### config.mk
export PLATFORM = sky130hd
export DESIGN_NAME = tridiagonal_relaxation_solver
export DESIGN_NICKNAME = d
export VERILOG_FILES = /design/src/design/trs_pkg.sv /design/src/design/trs_ram.sv /design/src/design/trs_muldiv.sv /design/src/design/tridiagonal_relaxation_solver.sv
export SDC_FILE = /design/constraint.sdc
export NUM_CORES = 2
export LEC_CHECK = 0
export ABC_AREA = 1
export BUFFER_PORTS_ARGS = -buffer_cell sky130_fd_sc_hd__clkbuf_2
export CAP_MARGIN = 20
export CORE_MARGIN = 2
export CORE_UTILIZATION = 31
export CTS_CLUSTER_DIAMETER = 120
export CTS_CLUSTER_SIZE = 24
export DETAILED_ROUTE_END_ITERATION = 8
export REMOVE_ABC_BUFFERS = 1
export SYNTH_ARGS = -nofsm -noshare
export SYNTH_HDL_FRONTEND = slang
export SYNTH_SLANG_ARGS = --single-unit
export TNS_END_PERCENT = 1
### constraint.sdc
create_clock -name clk -period 7.9 [get_ports clk]
set_input_delay 0.395 -clock clk [delete_from_list [all_inputs] [get_ports clk]]
set_output_delay 0.395 -clock clk [all_outputs]
set_load 0.02 [all_outputs]
### src/design/trs_pkg.sv
// trs_pkg: shared types, constants and saturating helpers for the relaxation solver
// no dependencies; imported by trs_muldiv, the top level and trs_checker
`default_nettype none
package trs_pkg;

  localparam int VW        = 48;                    // value width, signed Q16.32
  localparam int FRAC      = 32;                    // fraction bits
  localparam int MAX_INT   = 16;                    // interior node capacity
  localparam int IDX_W     = $clog2(MAX_INT);       // node address width
  localparam int CNT_W     = $clog2(MAX_INT + 1);   // node count width
  localparam int OIDX_W    = 5;                     // emitted node index width
  localparam int SW_W      = 16;                    // sweep counter width
  localparam int TOL_W     = 32;                    // tolerance width
  localparam int RIDX_W    = 3;                     // config register index width
  localparam int QW        = VW + FRAC;             // divider dividend width
  localparam int DIV_STEPS = QW;
  localparam int MUL_STEPS = VW;
  localparam int STEP_W    = $clog2(DIV_STEPS + 1);

  typedef logic signed [VW-1:0] val_t;

  typedef enum logic [RIDX_W-1:0] {
    REG_METHOD = 3'd0,
    REG_OFF    = 3'd1,
    REG_DIAG   = 3'd2,
    REG_LEFT   = 3'd3,
    REG_RIGHT  = 3'd4,
    REG_GUESS  = 3'd5,
    REG_TOL    = 3'd6,
    REG_CAP    = 3'd7
  } reg_idx_t;

  typedef enum logic {
    MD_MUL = 1'b0,
    MD_DIV = 1'b1
  } md_op_t;

  typedef struct packed {
    logic   start;
    md_op_t op;
  } md_req_t;

  typedef enum logic [3:0] {
    ST_IDLE,
    ST_INIT,
    ST_PRE,
    ST_PRE_LD,
    ST_RD,
    ST_SUM,
    ST_MUL_GO,
    ST_MUL_WAIT,
    ST_DIV_GO,
    ST_DIV_WAIT,
    ST_WB,
    ST_SW_END,
    ST_E_RD,
    ST_E_SHOW,
    ST_E_WAIT
  } state_t;

  localparam val_t VAL_MAX = {1'b0, {(VW-1){1'b1}}};
  localparam val_t VAL_MIN = {1'b1, {(VW-1){1'b0}}};

  // exact add, then clamp to the value range
  function automatic val_t add_sat(input val_t a, input val_t b);
    logic [VW:0] s;
    s = {a[VW-1], a} + {b[VW-1], b};
    if (s[VW] != s[VW-1]) begin
      return s[VW] ? VAL_MIN : VAL_MAX;
    end
    return val_t'(s[VW-1:0]);
  endfunction

  function automatic logic [VW-1:0] mag(input val_t a);
    return a[VW-1] ? (~a + 1'b1) : a;
  endfunction

endpackage
`default_nettype wire

### src/design/trs_ram.sv
// trs_ram: generic single-write, single-read memory with registered read data
// no dependencies
`default_nettype none
module trs_ram #(
  parameter int WIDTH = 48,
  parameter int DEPTH = 16
) (
  input  wire logic                     clk,
  input  wire logic                     we,
  input  wire logic [$clog2(DEPTH)-1:0] waddr,
  input  wire logic [WIDTH-1:0]         wdata,
  input  wire logic [$clog2(DEPTH)-1:0] raddr,
  output logic      [WIDTH-1:0]         rdata
);

  logic [WIDTH-1:0] mem [DEPTH];

  always_ff @(posedge clk) begin
    if (we) begin
      mem[waddr] <= wdata;
    end
    rdata <= mem[raddr];
  end

endmodule
`default_nettype wire

### src/design/trs_muldiv.sv
// trs_muldiv: shared bit-serial fractional multiplier and restoring divider
// depends on trs_pkg; mul gives sat(a*b >> 32), div gives sat((a << 32) / b)
`default_nettype none
module trs_muldiv import trs_pkg::*; (
  input  wire logic    clk,
  input  wire logic    rst_n,
  input  wire md_req_t req,
  input  wire val_t    a,
  input  wire val_t    b,
  output logic         done,
  output val_t         result
);

  logic              busy_r, busy_nxt;
  logic              done_r, done_nxt;
  logic [STEP_W-1:0] cnt_r, cnt_nxt;
  md_op_t            op_r, op_nxt;
  logic              neg_r, neg_nxt;
  logic              nz_r, nz_nxt;
  logic [VW:0]       rem_r, rem_nxt;
  logic [QW-1:0]     q_r, q_nxt;
  logic [VW-1:0]     m_r, m_nxt;

  logic [VW-1:0]     mag_a, mag_b;
  logic [VW:0]       sum, rt;
  logic              ge, last_step;
  logic [2*VW-1:0]   prod;
  logic [VW-1:0]     res_mag, lim;
  logic              over;

  assign mag_a = mag(a);
  assign mag_b = mag(b);
  assign sum   = {1'b0, rem_r[VW-1:0]} + (q_r[0] ? {1'b0, m_r} : '0);
  assign rt    = {rem_r[VW-1:0], q_r[QW-1]};
  assign ge    = rt >= {1'b0, m_r};
  assign last_step = (op_r == MD_MUL) ? (cnt_r == STEP_W'(MUL_STEPS - 1))
                                      : (cnt_r == STEP_W'(DIV_STEPS - 1));

  always_comb begin
    busy_nxt = busy_r;
    done_nxt = 1'b0;
    cnt_nxt  = cnt_r;
    op_nxt   = op_r;
    neg_nxt  = neg_r;
    nz_nxt   = nz_r;
    rem_nxt  = rem_r;
    q_nxt    = q_r;
    m_nxt    = m_r;
    if (req.start) begin
      busy_nxt = 1'b1;
      cnt_nxt  = '0;
      op_nxt   = req.op;
      neg_nxt  = a[VW-1] ^ b[VW-1];
      nz_nxt   = (mag_a == '0);
      rem_nxt  = '0;
      if (req.op == MD_MUL) begin
        m_nxt = mag_a;
        q_nxt = {{FRAC{1'b0}}, mag_b};
      end else begin
        m_nxt = mag_b;
        q_nxt = {mag_a, {FRAC{1'b0}}};
      end
    end else if (busy_r) begin
      cnt_nxt = cnt_r + 1'b1;
      if (op_r == MD_MUL) begin
        rem_nxt = {1'b0, sum[VW:1]};
        q_nxt   = {q_r[QW-1:VW], sum[0], q_r[VW-1:1]};
      end else begin
        rem_nxt = ge ? (rt - {1'b0, m_r}) : rt;
        q_nxt   = {q_r[QW-2:0], ge};
      end
      if (last_step) begin
        busy_nxt = 1'b0;
        done_nxt = 1'b1;
      end
    end
  end

  always_ff @(posedge clk) begin
    if (!rst_n) begin
      busy_r <= 1'b0;
      done_r <= 1'b0;
    end else begin
      busy_r <= busy_nxt;
      done_r <= done_nxt;
    end
    cnt_r <= cnt_nxt;
    op_r  <= op_nxt;
    neg_r <= neg_nxt;
    nz_r  <= nz_nxt;
    rem_r <= rem_nxt;
    q_r   <= q_nxt;
    m_r   <= m_nxt;
  end

  // product is {rem, q} after the last shift; keep bits from FRAC upward
  assign prod = {rem_r[VW-1:0], q_r[VW-1:0]};
  assign lim  = neg_r ? VAL_MIN : VAL_MAX;

  always_comb begin
    if (op_r == MD_MUL) begin
      over    = (|prod[2*VW-1:VW+FRAC]) || (prod[VW+FRAC-1:FRAC] > lim);
      res_mag = prod[VW+FRAC-1:FRAC];
    end else begin
      over    = (|q_r[QW-1:VW]) || (q_r[VW-1:0] > lim);
      res_mag = q_r[VW-1:0];
    end
    if (over) begin
      res_mag = lim;
    end
    if (nz_r) begin
      result = '0;
    end else begin
      result = neg_r ? val_t'(~res_mag + 1'b1) : val_t'(res_mag);
    end
  end

  assign done = done_r;

endmodule
`default_nettype wire

### src/design/tridiagonal_relaxation_solver.sv
// tridiagonal_relaxation_solver: top level, loader, sweep sequencer and result emitter
// depends on trs_pkg, trs_ram and trs_muldiv
//
//  channel  direction  handshake             payload
//  in_      input      in_valid / in_ready   source_value, last_node
//  out_     output     out_valid / out_ready node_index, node_value, sweep_count,
//                                            converged, overflow, last_result
//  cfg_     input      cfg_we                cfg_index, cfg_wdata
//
// loading accepts one source term per cycle; in_ready is low from the last-node
// transaction until the right-boundary result has been taken.
// solve: guess fill of all n nodes, then sweeps, each node of a sweep taking one multiply
// and then one divide on the one shared mul/div unit.
// emit: each result is read, shown and then held until out_ready takes it.
// reset (rst_n low, synchronous) restores the register defaults and idles the block.
`default_nettype none
module tridiagonal_relaxation_solver import trs_pkg::*; (
  input  wire logic              clk,
  input  wire logic              rst_n,
  input  wire logic              in_valid,
  output logic                   in_ready,
  input  wire logic [VW-1:0]     in_source_value,
  input  wire logic              in_last_node,
  output logic                   out_valid,
  input  wire logic              out_ready,
  output logic [OIDX_W-1:0]      out_node_index,
  output logic [VW-1:0]          out_node_value,
  output logic [SW_W-1:0]        out_sweep_count,
  output logic                   out_converged,
  output logic                   out_overflow,
  output logic                   out_last_result,
  input  wire logic              cfg_we,
  input  wire logic [RIDX_W-1:0] cfg_index,
  input  wire logic [VW-1:0]     cfg_wdata
);

  // configuration
  logic             method_r;
  val_t             off_r, diag_r, left_r, right_r, guess_r;
  logic [TOL_W-1:0] tol_r;
  logic [SW_W-1:0]  cap_r;

  state_t            state_r, state_nxt;
  logic [CNT_W-1:0]  count_r, count_nxt;
  logic [CNT_W-1:0]  n_r, n_nxt;
  logic              ovf_r, ovf_nxt;
  logic [IDX_W-1:0]  idx_r, idx_nxt;
  logic [OIDX_W-1:0] k_r, k_nxt;
  logic [SW_W-1:0]   sweep_r, sweep_nxt;
  logic              all_r, all_nxt;
  logic              conv_r, conv_nxt;
  val_t              left_nb_r, left_nb_nxt;
  val_t              cur_old_r, cur_old_nxt;
  val_t              nxt_old_r, nxt_old_nxt;
  val_t              src_r, src_nxt;
  val_t              sum_r, sum_nxt;
  val_t              acc_r, acc_nxt;
  val_t              xnew_r, xnew_nxt;
  logic              out_valid_r, out_valid_nxt;
  logic [OIDX_W-1:0] oidx_r, oidx_nxt;
  val_t              oval_r, oval_nxt;
  logic [SW_W-1:0]   osw_r, osw_nxt;
  logic              oconv_r, oconv_nxt, oovf_r, oovf_nxt, olast_r, olast_nxt;

  // memories
  logic             x_we, s_we;
  logic [IDX_W-1:0] x_waddr, x_raddr, s_waddr, s_raddr;
  val_t             x_wdata, s_wdata;
  logic [VW-1:0]    x_rdata, s_rdata;

  // shared unit
  md_req_t md_req;
  val_t    md_a, md_b, md_res;
  logic    md_done;

  logic             in_acc, out_acc, last_i;
  logic [SW_W-1:0]  sweep_inc;
  logic [VW:0]      diff;
  logic [VW-1:0]    adiff;
  val_t             right_val;

  trs_ram #(.WIDTH(VW), .DEPTH(MAX_INT)) u_xmem (
    .clk(clk), .we(x_we), .waddr(x_waddr), .wdata(x_wdata),
    .raddr(x_raddr), .rdata(x_rdata)
  );

  trs_ram #(.WIDTH(VW), .DEPTH(MAX_INT)) u_smem (
    .clk(clk), .we(s_we), .waddr(s_waddr), .wdata(s_wdata),
    .raddr(s_raddr), .rdata(s_rdata)
  );

  trs_muldiv u_md (
    .clk(clk), .rst_n(rst_n), .req(md_req), .a(md_a), .b(md_b),
    .done(md_done), .result(md_res)
  );

  always_ff @(posedge clk) begin
    if (!rst_n) begin
      method_r <= 1'b0;
      off_r    <= -val_t'(64'sd429496729600);
      diag_r   <= -val_t'(64'sd876173328384);
      left_r   <= '0;
      right_r  <= val_t'(64'sd4294967296);
      guess_r  <= val_t'(64'sd2147483648);
      tol_r    <= TOL_W'(42950);
      cap_r    <= SW_W'(65535);
    end else if (cfg_we) begin
      case (cfg_index)
        REG_METHOD: method_r <= cfg_wdata[0];
        REG_OFF:    off_r    <= val_t'(cfg_wdata);
        REG_DIAG:   diag_r   <= val_t'(cfg_wdata);
        REG_LEFT:   left_r   <= val_t'(cfg_wdata);
        REG_RIGHT:  right_r  <= val_t'(cfg_wdata);
        REG_GUESS:  guess_r  <= val_t'(cfg_wdata);
        REG_TOL:    tol_r    <= cfg_wdata[TOL_W-1:0];
        REG_CAP:    cap_r    <= cfg_wdata[SW_W-1:0];
        default: ;
      endcase
    end
  end

  assign in_acc    = in_valid && in_ready;
  assign out_acc   = out_valid_r && out_ready;
  assign last_i    = ({1'b0, idx_r} == (n_r - 1'b1));
  assign sweep_inc = sweep_r + 1'b1;
  assign right_val = last_i ? right_r : val_t'(x_rdata);
  assign diff      = {xnew_r[VW-1], xnew_r} - {cur_old_r[VW-1], cur_old_r};
  assign adiff     = diff[VW] ? VW'(~diff + 1'b1) : diff[VW-1:0];

  // next state
  always_comb begin
    state_nxt = state_r;
    case (state_r)
      ST_IDLE:     if (in_acc && in_last_node) state_nxt = ST_INIT;
      ST_INIT:     if (last_i) state_nxt = ST_PRE;
      ST_PRE:      state_nxt = ST_PRE_LD;
      ST_PRE_LD:   state_nxt = ST_RD;
      ST_RD:       state_nxt = ST_SUM;
      ST_SUM:      state_nxt = ST_MUL_GO;
      ST_MUL_GO:   state_nxt = ST_MUL_WAIT;
      ST_MUL_WAIT: if (md_done) state_nxt = ST_DIV_GO;
      ST_DIV_GO:   state_nxt = ST_DIV_WAIT;
      ST_DIV_WAIT: if (md_done) state_nxt = ST_WB;
      ST_WB:       state_nxt = last_i ? ST_SW_END : ST_RD;
      ST_SW_END: begin
        if (all_r || (sweep_inc >= cap_r)) state_nxt = ST_E_RD;
        else state_nxt = ST_PRE;
      end
      ST_E_RD:     state_nxt = ST_E_SHOW;
      ST_E_SHOW:   state_nxt = ST_E_WAIT;
      ST_E_WAIT: begin
        if (out_acc) state_nxt = olast_r ? ST_IDLE : ST_E_RD;
      end
      default:     state_nxt = ST_IDLE;
    endcase
  end

  // outputs and datapath
  always_comb begin
    count_nxt     = count_r;
    n_nxt         = n_r;
    ovf_nxt       = ovf_r;
    idx_nxt       = idx_r;
    k_nxt         = k_r;
    sweep_nxt     = sweep_r;
    all_nxt       = all_r;
    conv_nxt      = conv_r;
    left_nb_nxt   = left_nb_r;
    cur_old_nxt   = cur_old_r;
    nxt_old_nxt   = nxt_old_r;
    src_nxt       = src_r;
    sum_nxt       = sum_r;
    acc_nxt       = acc_r;
    xnew_nxt      = xnew_r;
    out_valid_nxt = out_valid_r;
    oidx_nxt      = oidx_r;
    oval_nxt      = oval_r;
    osw_nxt       = osw_r;
    oconv_nxt     = oconv_r;
    oovf_nxt      = oovf_r;
    olast_nxt     = olast_r;
    in_ready      = 1'b0;
    x_we          = 1'b0;
    x_waddr       = idx_r;
    x_wdata       = xnew_r;
    x_raddr       = idx_r + 1'b1;
    s_we          = 1'b0;
    s_waddr       = count_r[IDX_W-1:0];
    s_wdata       = val_t'(in_source_value);
    s_raddr       = idx_r;
    md_req.start  = 1'b0;
    md_req.op     = MD_MUL;
    md_a          = off_r;
    md_b          = sum_r;
    case (state_r)
      ST_IDLE: begin
        in_ready = 1'b1;
        if (in_acc) begin
          if (count_r < CNT_W'(MAX_INT)) begin
            s_we      = 1'b1;
            count_nxt = count_r + 1'b1;
          end else begin
            ovf_nxt = 1'b1;
          end
          if (in_last_node) begin
            n_nxt     = (count_r < CNT_W'(MAX_INT)) ? count_r + 1'b1 : count_r;
            idx_nxt   = '0;
            sweep_nxt = '0;
          end
        end
      end
      ST_INIT: begin
        x_we    = 1'b1;
        x_wdata = guess_r;
        idx_nxt = last_i ? '0 : idx_r + 1'b1;
      end
      ST_PRE: begin
        x_raddr = '0;
      end
      ST_PRE_LD: begin
        cur_old_nxt = val_t'(x_rdata);
        left_nb_nxt = left_r;
        idx_nxt     = '0;
        all_nxt     = 1'b1;
      end
      ST_SUM: begin
        nxt_old_nxt = right_val;
        src_nxt     = val_t'(s_rdata);
        sum_nxt     = add_sat(left_nb_r, right_val);
      end
      ST_MUL_GO: begin
        md_req.start = 1'b1;
      end
      ST_MUL_WAIT: begin
        if (md_done) acc_nxt = add_sat(md_res, src_r);
      end
      ST_DIV_GO: begin
        md_req.start = 1'b1;
        md_req.op    = MD_DIV;
        md_a         = acc_r;
        md_b         = diag_r;
      end
      ST_DIV_WAIT: begin
        md_req.op = MD_DIV;
        md_a      = acc_r;
        md_b      = diag_r;
        if (md_done) xnew_nxt = md_res;
      end
      ST_WB: begin
        x_we = 1'b1;
        if (adiff >= {{(VW-TOL_W){1'b0}}, tol_r}) all_nxt = 1'b0;
        // gauss-seidel feeds the fresh value to the next node
        left_nb_nxt = method_r ? xnew_r : cur_old_r;
        cur_old_nxt = nxt_old_r;
        if (!last_i) idx_nxt = idx_r + 1'b1;
      end
      ST_SW_END: begin
        sweep_nxt = sweep_inc;
        conv_nxt  = all_r;
        k_nxt     = '0;
      end
      ST_E_RD: begin
        x_raddr = IDX_W'(k_r - 1'b1);
      end
      ST_E_SHOW: begin
        out_valid_nxt = 1'b1;
        oidx_nxt      = k_r;
        if (k_r == '0) oval_nxt = left_r;
        else if (k_r == OIDX_W'(n_r + 1'b1)) oval_nxt = right_r;
        else oval_nxt = val_t'(x_rdata);
        osw_nxt   = sweep_r;
        oconv_nxt = conv_r;
        oovf_nxt  = ovf_r;
        olast_nxt = (k_r == OIDX_W'(n_r + 1'b1));
      end
      ST_E_WAIT: begin
        if (out_acc) begin
          out_valid_nxt = 1'b0;
          k_nxt         = k_r + 1'b1;
          if (olast_r) begin
            count_nxt = '0;
            ovf_nxt   = 1'b0;
            sweep_nxt = '0;
          end
        end
      end
      default: ;
    endcase
  end

  always_ff @(posedge clk) begin
    if (!rst_n) begin
      state_r     <= ST_IDLE;
      count_r     <= '0;
      ovf_r       <= 1'b0;
      sweep_r     <= '0;
      out_valid_r <= 1'b0;
    end else begin
      state_r     <= state_nxt;
      count_r     <= count_nxt;
      ovf_r       <= ovf_nxt;
      sweep_r     <= sweep_nxt;
      out_valid_r <= out_valid_nxt;
    end
    n_r       <= n_nxt;
    idx_r     <= idx_nxt;
    k_r       <= k_nxt;
    all_r     <= all_nxt;
    conv_r    <= conv_nxt;
    left_nb_r <= left_nb_nxt;
    cur_old_r <= cur_old_nxt;
    nxt_old_r <= nxt_old_nxt;
    src_r     <= src_nxt;
    sum_r     <= sum_nxt;
    acc_r     <= acc_nxt;
    xnew_r    <= xnew_nxt;
    oidx_r    <= oidx_nxt;
    oval_r    <= oval_nxt;
    osw_r     <= osw_nxt;
    oconv_r   <= oconv_nxt;
    oovf_r    <= oovf_nxt;
    olast_r   <= olast_nxt;
  end

  assign out_valid       = out_valid_r;
  assign out_node_index  = oidx_r;
  assign out_node_value  = oval_r;
  assign out_sweep_count = osw_r;
  assign out_converged   = oconv_r;
  assign out_overflow    = oovf_r;
  assign out_last_result = olast_r;

endmodule
`default_nettype wire

==> run_results.csv <==
group,metric,value,unit
cts,cts.sinks,2560,
placement,dpl-instance-area,133000,µm²
grt,grt_pass1_vias,91400,
grt,track_usage,20.6,%
critical_path,path_max_fanout,54,
detailed_routing,vias_per_cell,5.23,
critical_path,slowest_stage,"edfxtp_1",
cts,cts-root-buf,"clkbuf_16",
cts,clock_latency,870,ps
floorplanning,dieArea,411000,µm²
yosys,synth_common_cells,"2,353 x nand2_1, 2,091 x edfxtp_1, 1,788 x nor2_1",
sta,whs,53.4,ps
detailed_routing,drcViolationCount,0,
critical_path,worstPathRequired,8450,ps
yosys,yosys_most_used_dff,"edfxtp_1",
cts,cts_tree,"yes",
critical_path,critPathLaunch,"u_md.neg_r",
yosys,syn_inst,13400,
sta,final_hold_viol_count,0,
outcome,outcome,"complete, no violations",
yosys,synth.area.top_cells,"edfxtp_1 50%, dfxtp_1 7.5%, o21ai_0 7.1%, nand2_1 7.0%, nor2_1 5.3%",
critical_path,cp-end-kind,"flop",
detailed_routing,dr.pass1.iters,8,
pwr,power.density,263,nW/µm²
critical_path,crit_top_cell,"nand2_1",
sta,rsz0062_at_grt,"false",
floorplanning,die_y,641,µm
grt,grt_start_max_net_pins,216,
critical_path,crit_type,"reg -> reg",
hold_path,min_path_type,"in -> reg",
yosys,avgSynthCellArea,9.40,µm²
yosys,yosysTopAreaCellShare,49.9,%
yosys,synth_most_common_cell,"nand2_1",
layout,drive_above_1_share,5.69,%
yosys,yosysUniqueCellTypes,79,
yosys,synth_edf_count,2091,
yosys,synth.yosys.seq_area_share,57.3,%
placement,hpwl,303,mm
critical_path,reg2reg_depth,40,
detailed_routing,drt-wirelength-per-cell,23.2,µm
critical_path,path_depth,40,
sta,finClkSkew,126,ps
floorplanning,start_util,31.1,%
detailed_routing,drt_wl_total,439,mm
layout,nFillCells,41600,
cts,post_cts_buffers,0,
critical_path,r2r-start,"u_md.neg_r",
sta,worst_slew_pin_slew,1140,ps
critical_path,rrSetupSlack,590,ps
yosys,netlist_area,126000,µm²
floorplanning,ios,179,
layout,nets,13800,
critical_path,r2r_end,"acc_r[22]",
cts,clk_pin_slew_worst_paths,110,ps
yosys,async_flop_share,0,%
grt,antenna_found_initial,37,
pwr,p_leak,0.0519,µW
yosys,yosys_warnings,0,
cts,cts_buffers,118,
placement,io_buffer_count,178,
floorplanning,rows,234,
floorplanning,core-area,405000,µm²
floorplanning,dieWidth,641,µm
sta,setup_violations,0,
cts,htree_levels,3,
placement,gp_congestion,1.02,
critical_path,cp-start-kind,"flop",
critical_path,critical_path.endpoint,"acc_r[22]",
sta,slew-limit-headroom,21.9,%
run,maxCapViolations,0,
critical_path,critPathBufInv,9,
detailed_routing,drt_iter0_markers,11300,
detailed_routing,drtAntennaViolNets,0,
grt,grt_pass1_wl,631,mm
layout,final_cell_area,138000,µm²
grt,grt.overflow.total,0,
sta,max_freq,0.137,GHz
critical_path,worst_path_largest_cell_delay,460,ps
pwr,ir_worst_vdd,321,µV
yosys,ys_seq_elements,2560,
critical_path,cp.arrival,7860,ps
detailed_routing,num_vias,98700,
layout,area_growth,9.22,%
yosys,yosysTopAreaCell,"edfxtp_1",
layout,reg.largest.list,"u_smem.mem: 768 flops, u_xmem.mem: 768 flops, u_md.q_r: 80 flops",
sta,slew_viol_final,0,
cts,cts_buffer_depth,3,
critical_path,critical_path.top_delay_family,"simple AND/OR/NAND/NOR gates",
sta,post-route-period-util,92.5,%
sta,post-route-min-period,7310,ps
==> power breakdown <==
| part | switching (µW) | total [µW] | internal (µW) |
|---|---|---|---|
| combinational | 9160 | 12600 | 3400 |
| clock | 4370 | 7270 | 2900 |
| sequential | 353 | 16300 | 15900 |
==> cell families after synthesis <==
family	share of synthesized area (%)
AO/OA/AOI/OAI	14.8
AND/OR/NAND/NOR	16.1
adder cells (fa/ha/maj)	3.95
buffers and inverters	5.59
flip-flops	57.3
XOR/XNOR	2.03
multiplexers	0.273
==> metal layers <==
layer | vias to the layer above | GRT usage [%] | part of all wire (%)
met4 | 20 | 9.45 | 5.2
met3 | 680 | 2.00 | 6.6
li1 | 46300 | - | -
met1 | 47900 | 27.8 | 42
met2 | 3884 | 33.3 | 46
met5 | - | 0 | 0.028
==> through the flow <==
step	utilization, %	total power [µW]	TNS [ps]	worst slack, ps	instances
2_1_floorplan	-	24400	-4960810	-20020	12800
3_3_place_gp	32.9	28900	0	626	18600
3_5_place_dp	32.9	29000	0	557	18600
4_1_cts	33.9	36100	0	512	18900
5_1_grt	33.9	37900	0	46.2	18900
6_report	33.9	36100	0	590	18900
==> worst min path at each step <==
stage                     from          end  slack [ps]  cells after the start
2_1_floorplan  u_smem.rdata[0]     src_r[0]         390                      0
3_3_place_gp   u_smem.rdata[9]     src_r[9]         390                      0
3_5_place_dp   u_smem.rdata[9]     src_r[9]         390                      0
4_1_cts          cfg_wdata[29]  guess_r[29]         0.3                      3
5_1_grt          cfg_wdata[31]  guess_r[31]          40                      3
6_report         cfg_wdata[31]  guess_r[31]          50                      3
==> layout by cell type (no fill, tap or decap), types with 21 or more instances in the layout <==
cell / netlist / routed
clkbuf_16: 0 / 118
dfxtp_1: 469 / 467
a31oi_1: 112 / 111
edfxtp_1: 2091 / 2091
nor2_4: 9 / 55
a21boi_0: 21 / 21
inv_2: 16 / 24
o21ai_2: 26 / 26
o211ai_1: 145 / 145
buf_4: 3 / 193
o21ai_1: 57 / 57
inv_1: 1168 / 1155
nor3_1: 68 / 68
nor4_1: 33 / 32
nand3_1: 400 / 400
ha_1: 389 / 389
o21a_1: 26 / 26
a21oi_1: 647 / 647
nand4_1: 138 / 138
clkbuf_1: 540 / 93
mux2i_1: 33 / 33
o221ai_1: 117 / 117
or2_2: 54 / 54
nand2_1: 2353 / 2350
xor2_1: 175 / 175
xnor2_1: 113 / 113
nor2_2: 21 / 22
nor2_1: 1788 / 1741
clkbuf_2: 1 / 177
dlygate4sd3_1: 0 / 71
o22ai_1: 310 / 309
o21ai_0: 1786 / 1784
==> area by class of cell <==
class	count	area, µm²	area share, %
diodes	14	35.0	0.0255
clock buffers	211	3300	2.40
clock inverters	14	230	0.167
inverters	1192	4500	3.27
multi-input cells	9007	47100	34.3
flip-flops and latches	2560	72200	52.5
well taps	5428	6790	4.94
repair buffers	457	3350	2.44
==> worst reg2reg max path, delay by kind of cell, from the launching register on <==
kind	cells	cell delay, ps
and+or+nand+nor	19	2180
xor gates and xnor gates	1	160
adders and majority gates	3	940
AOI/OAI and AO/OA	8	1780
DFF	1	460
buffers and inverters	9	1490
==> what timing repair did <==
item                                   in CTS  in global routing
endpoints found under the hold margin     810                  0
gates resized for setup                     0                  3
setup endpoints to repair                   0                 37
hold buffers                               71                  0
No activity file was read; power rests on OpenSTA's default activity.
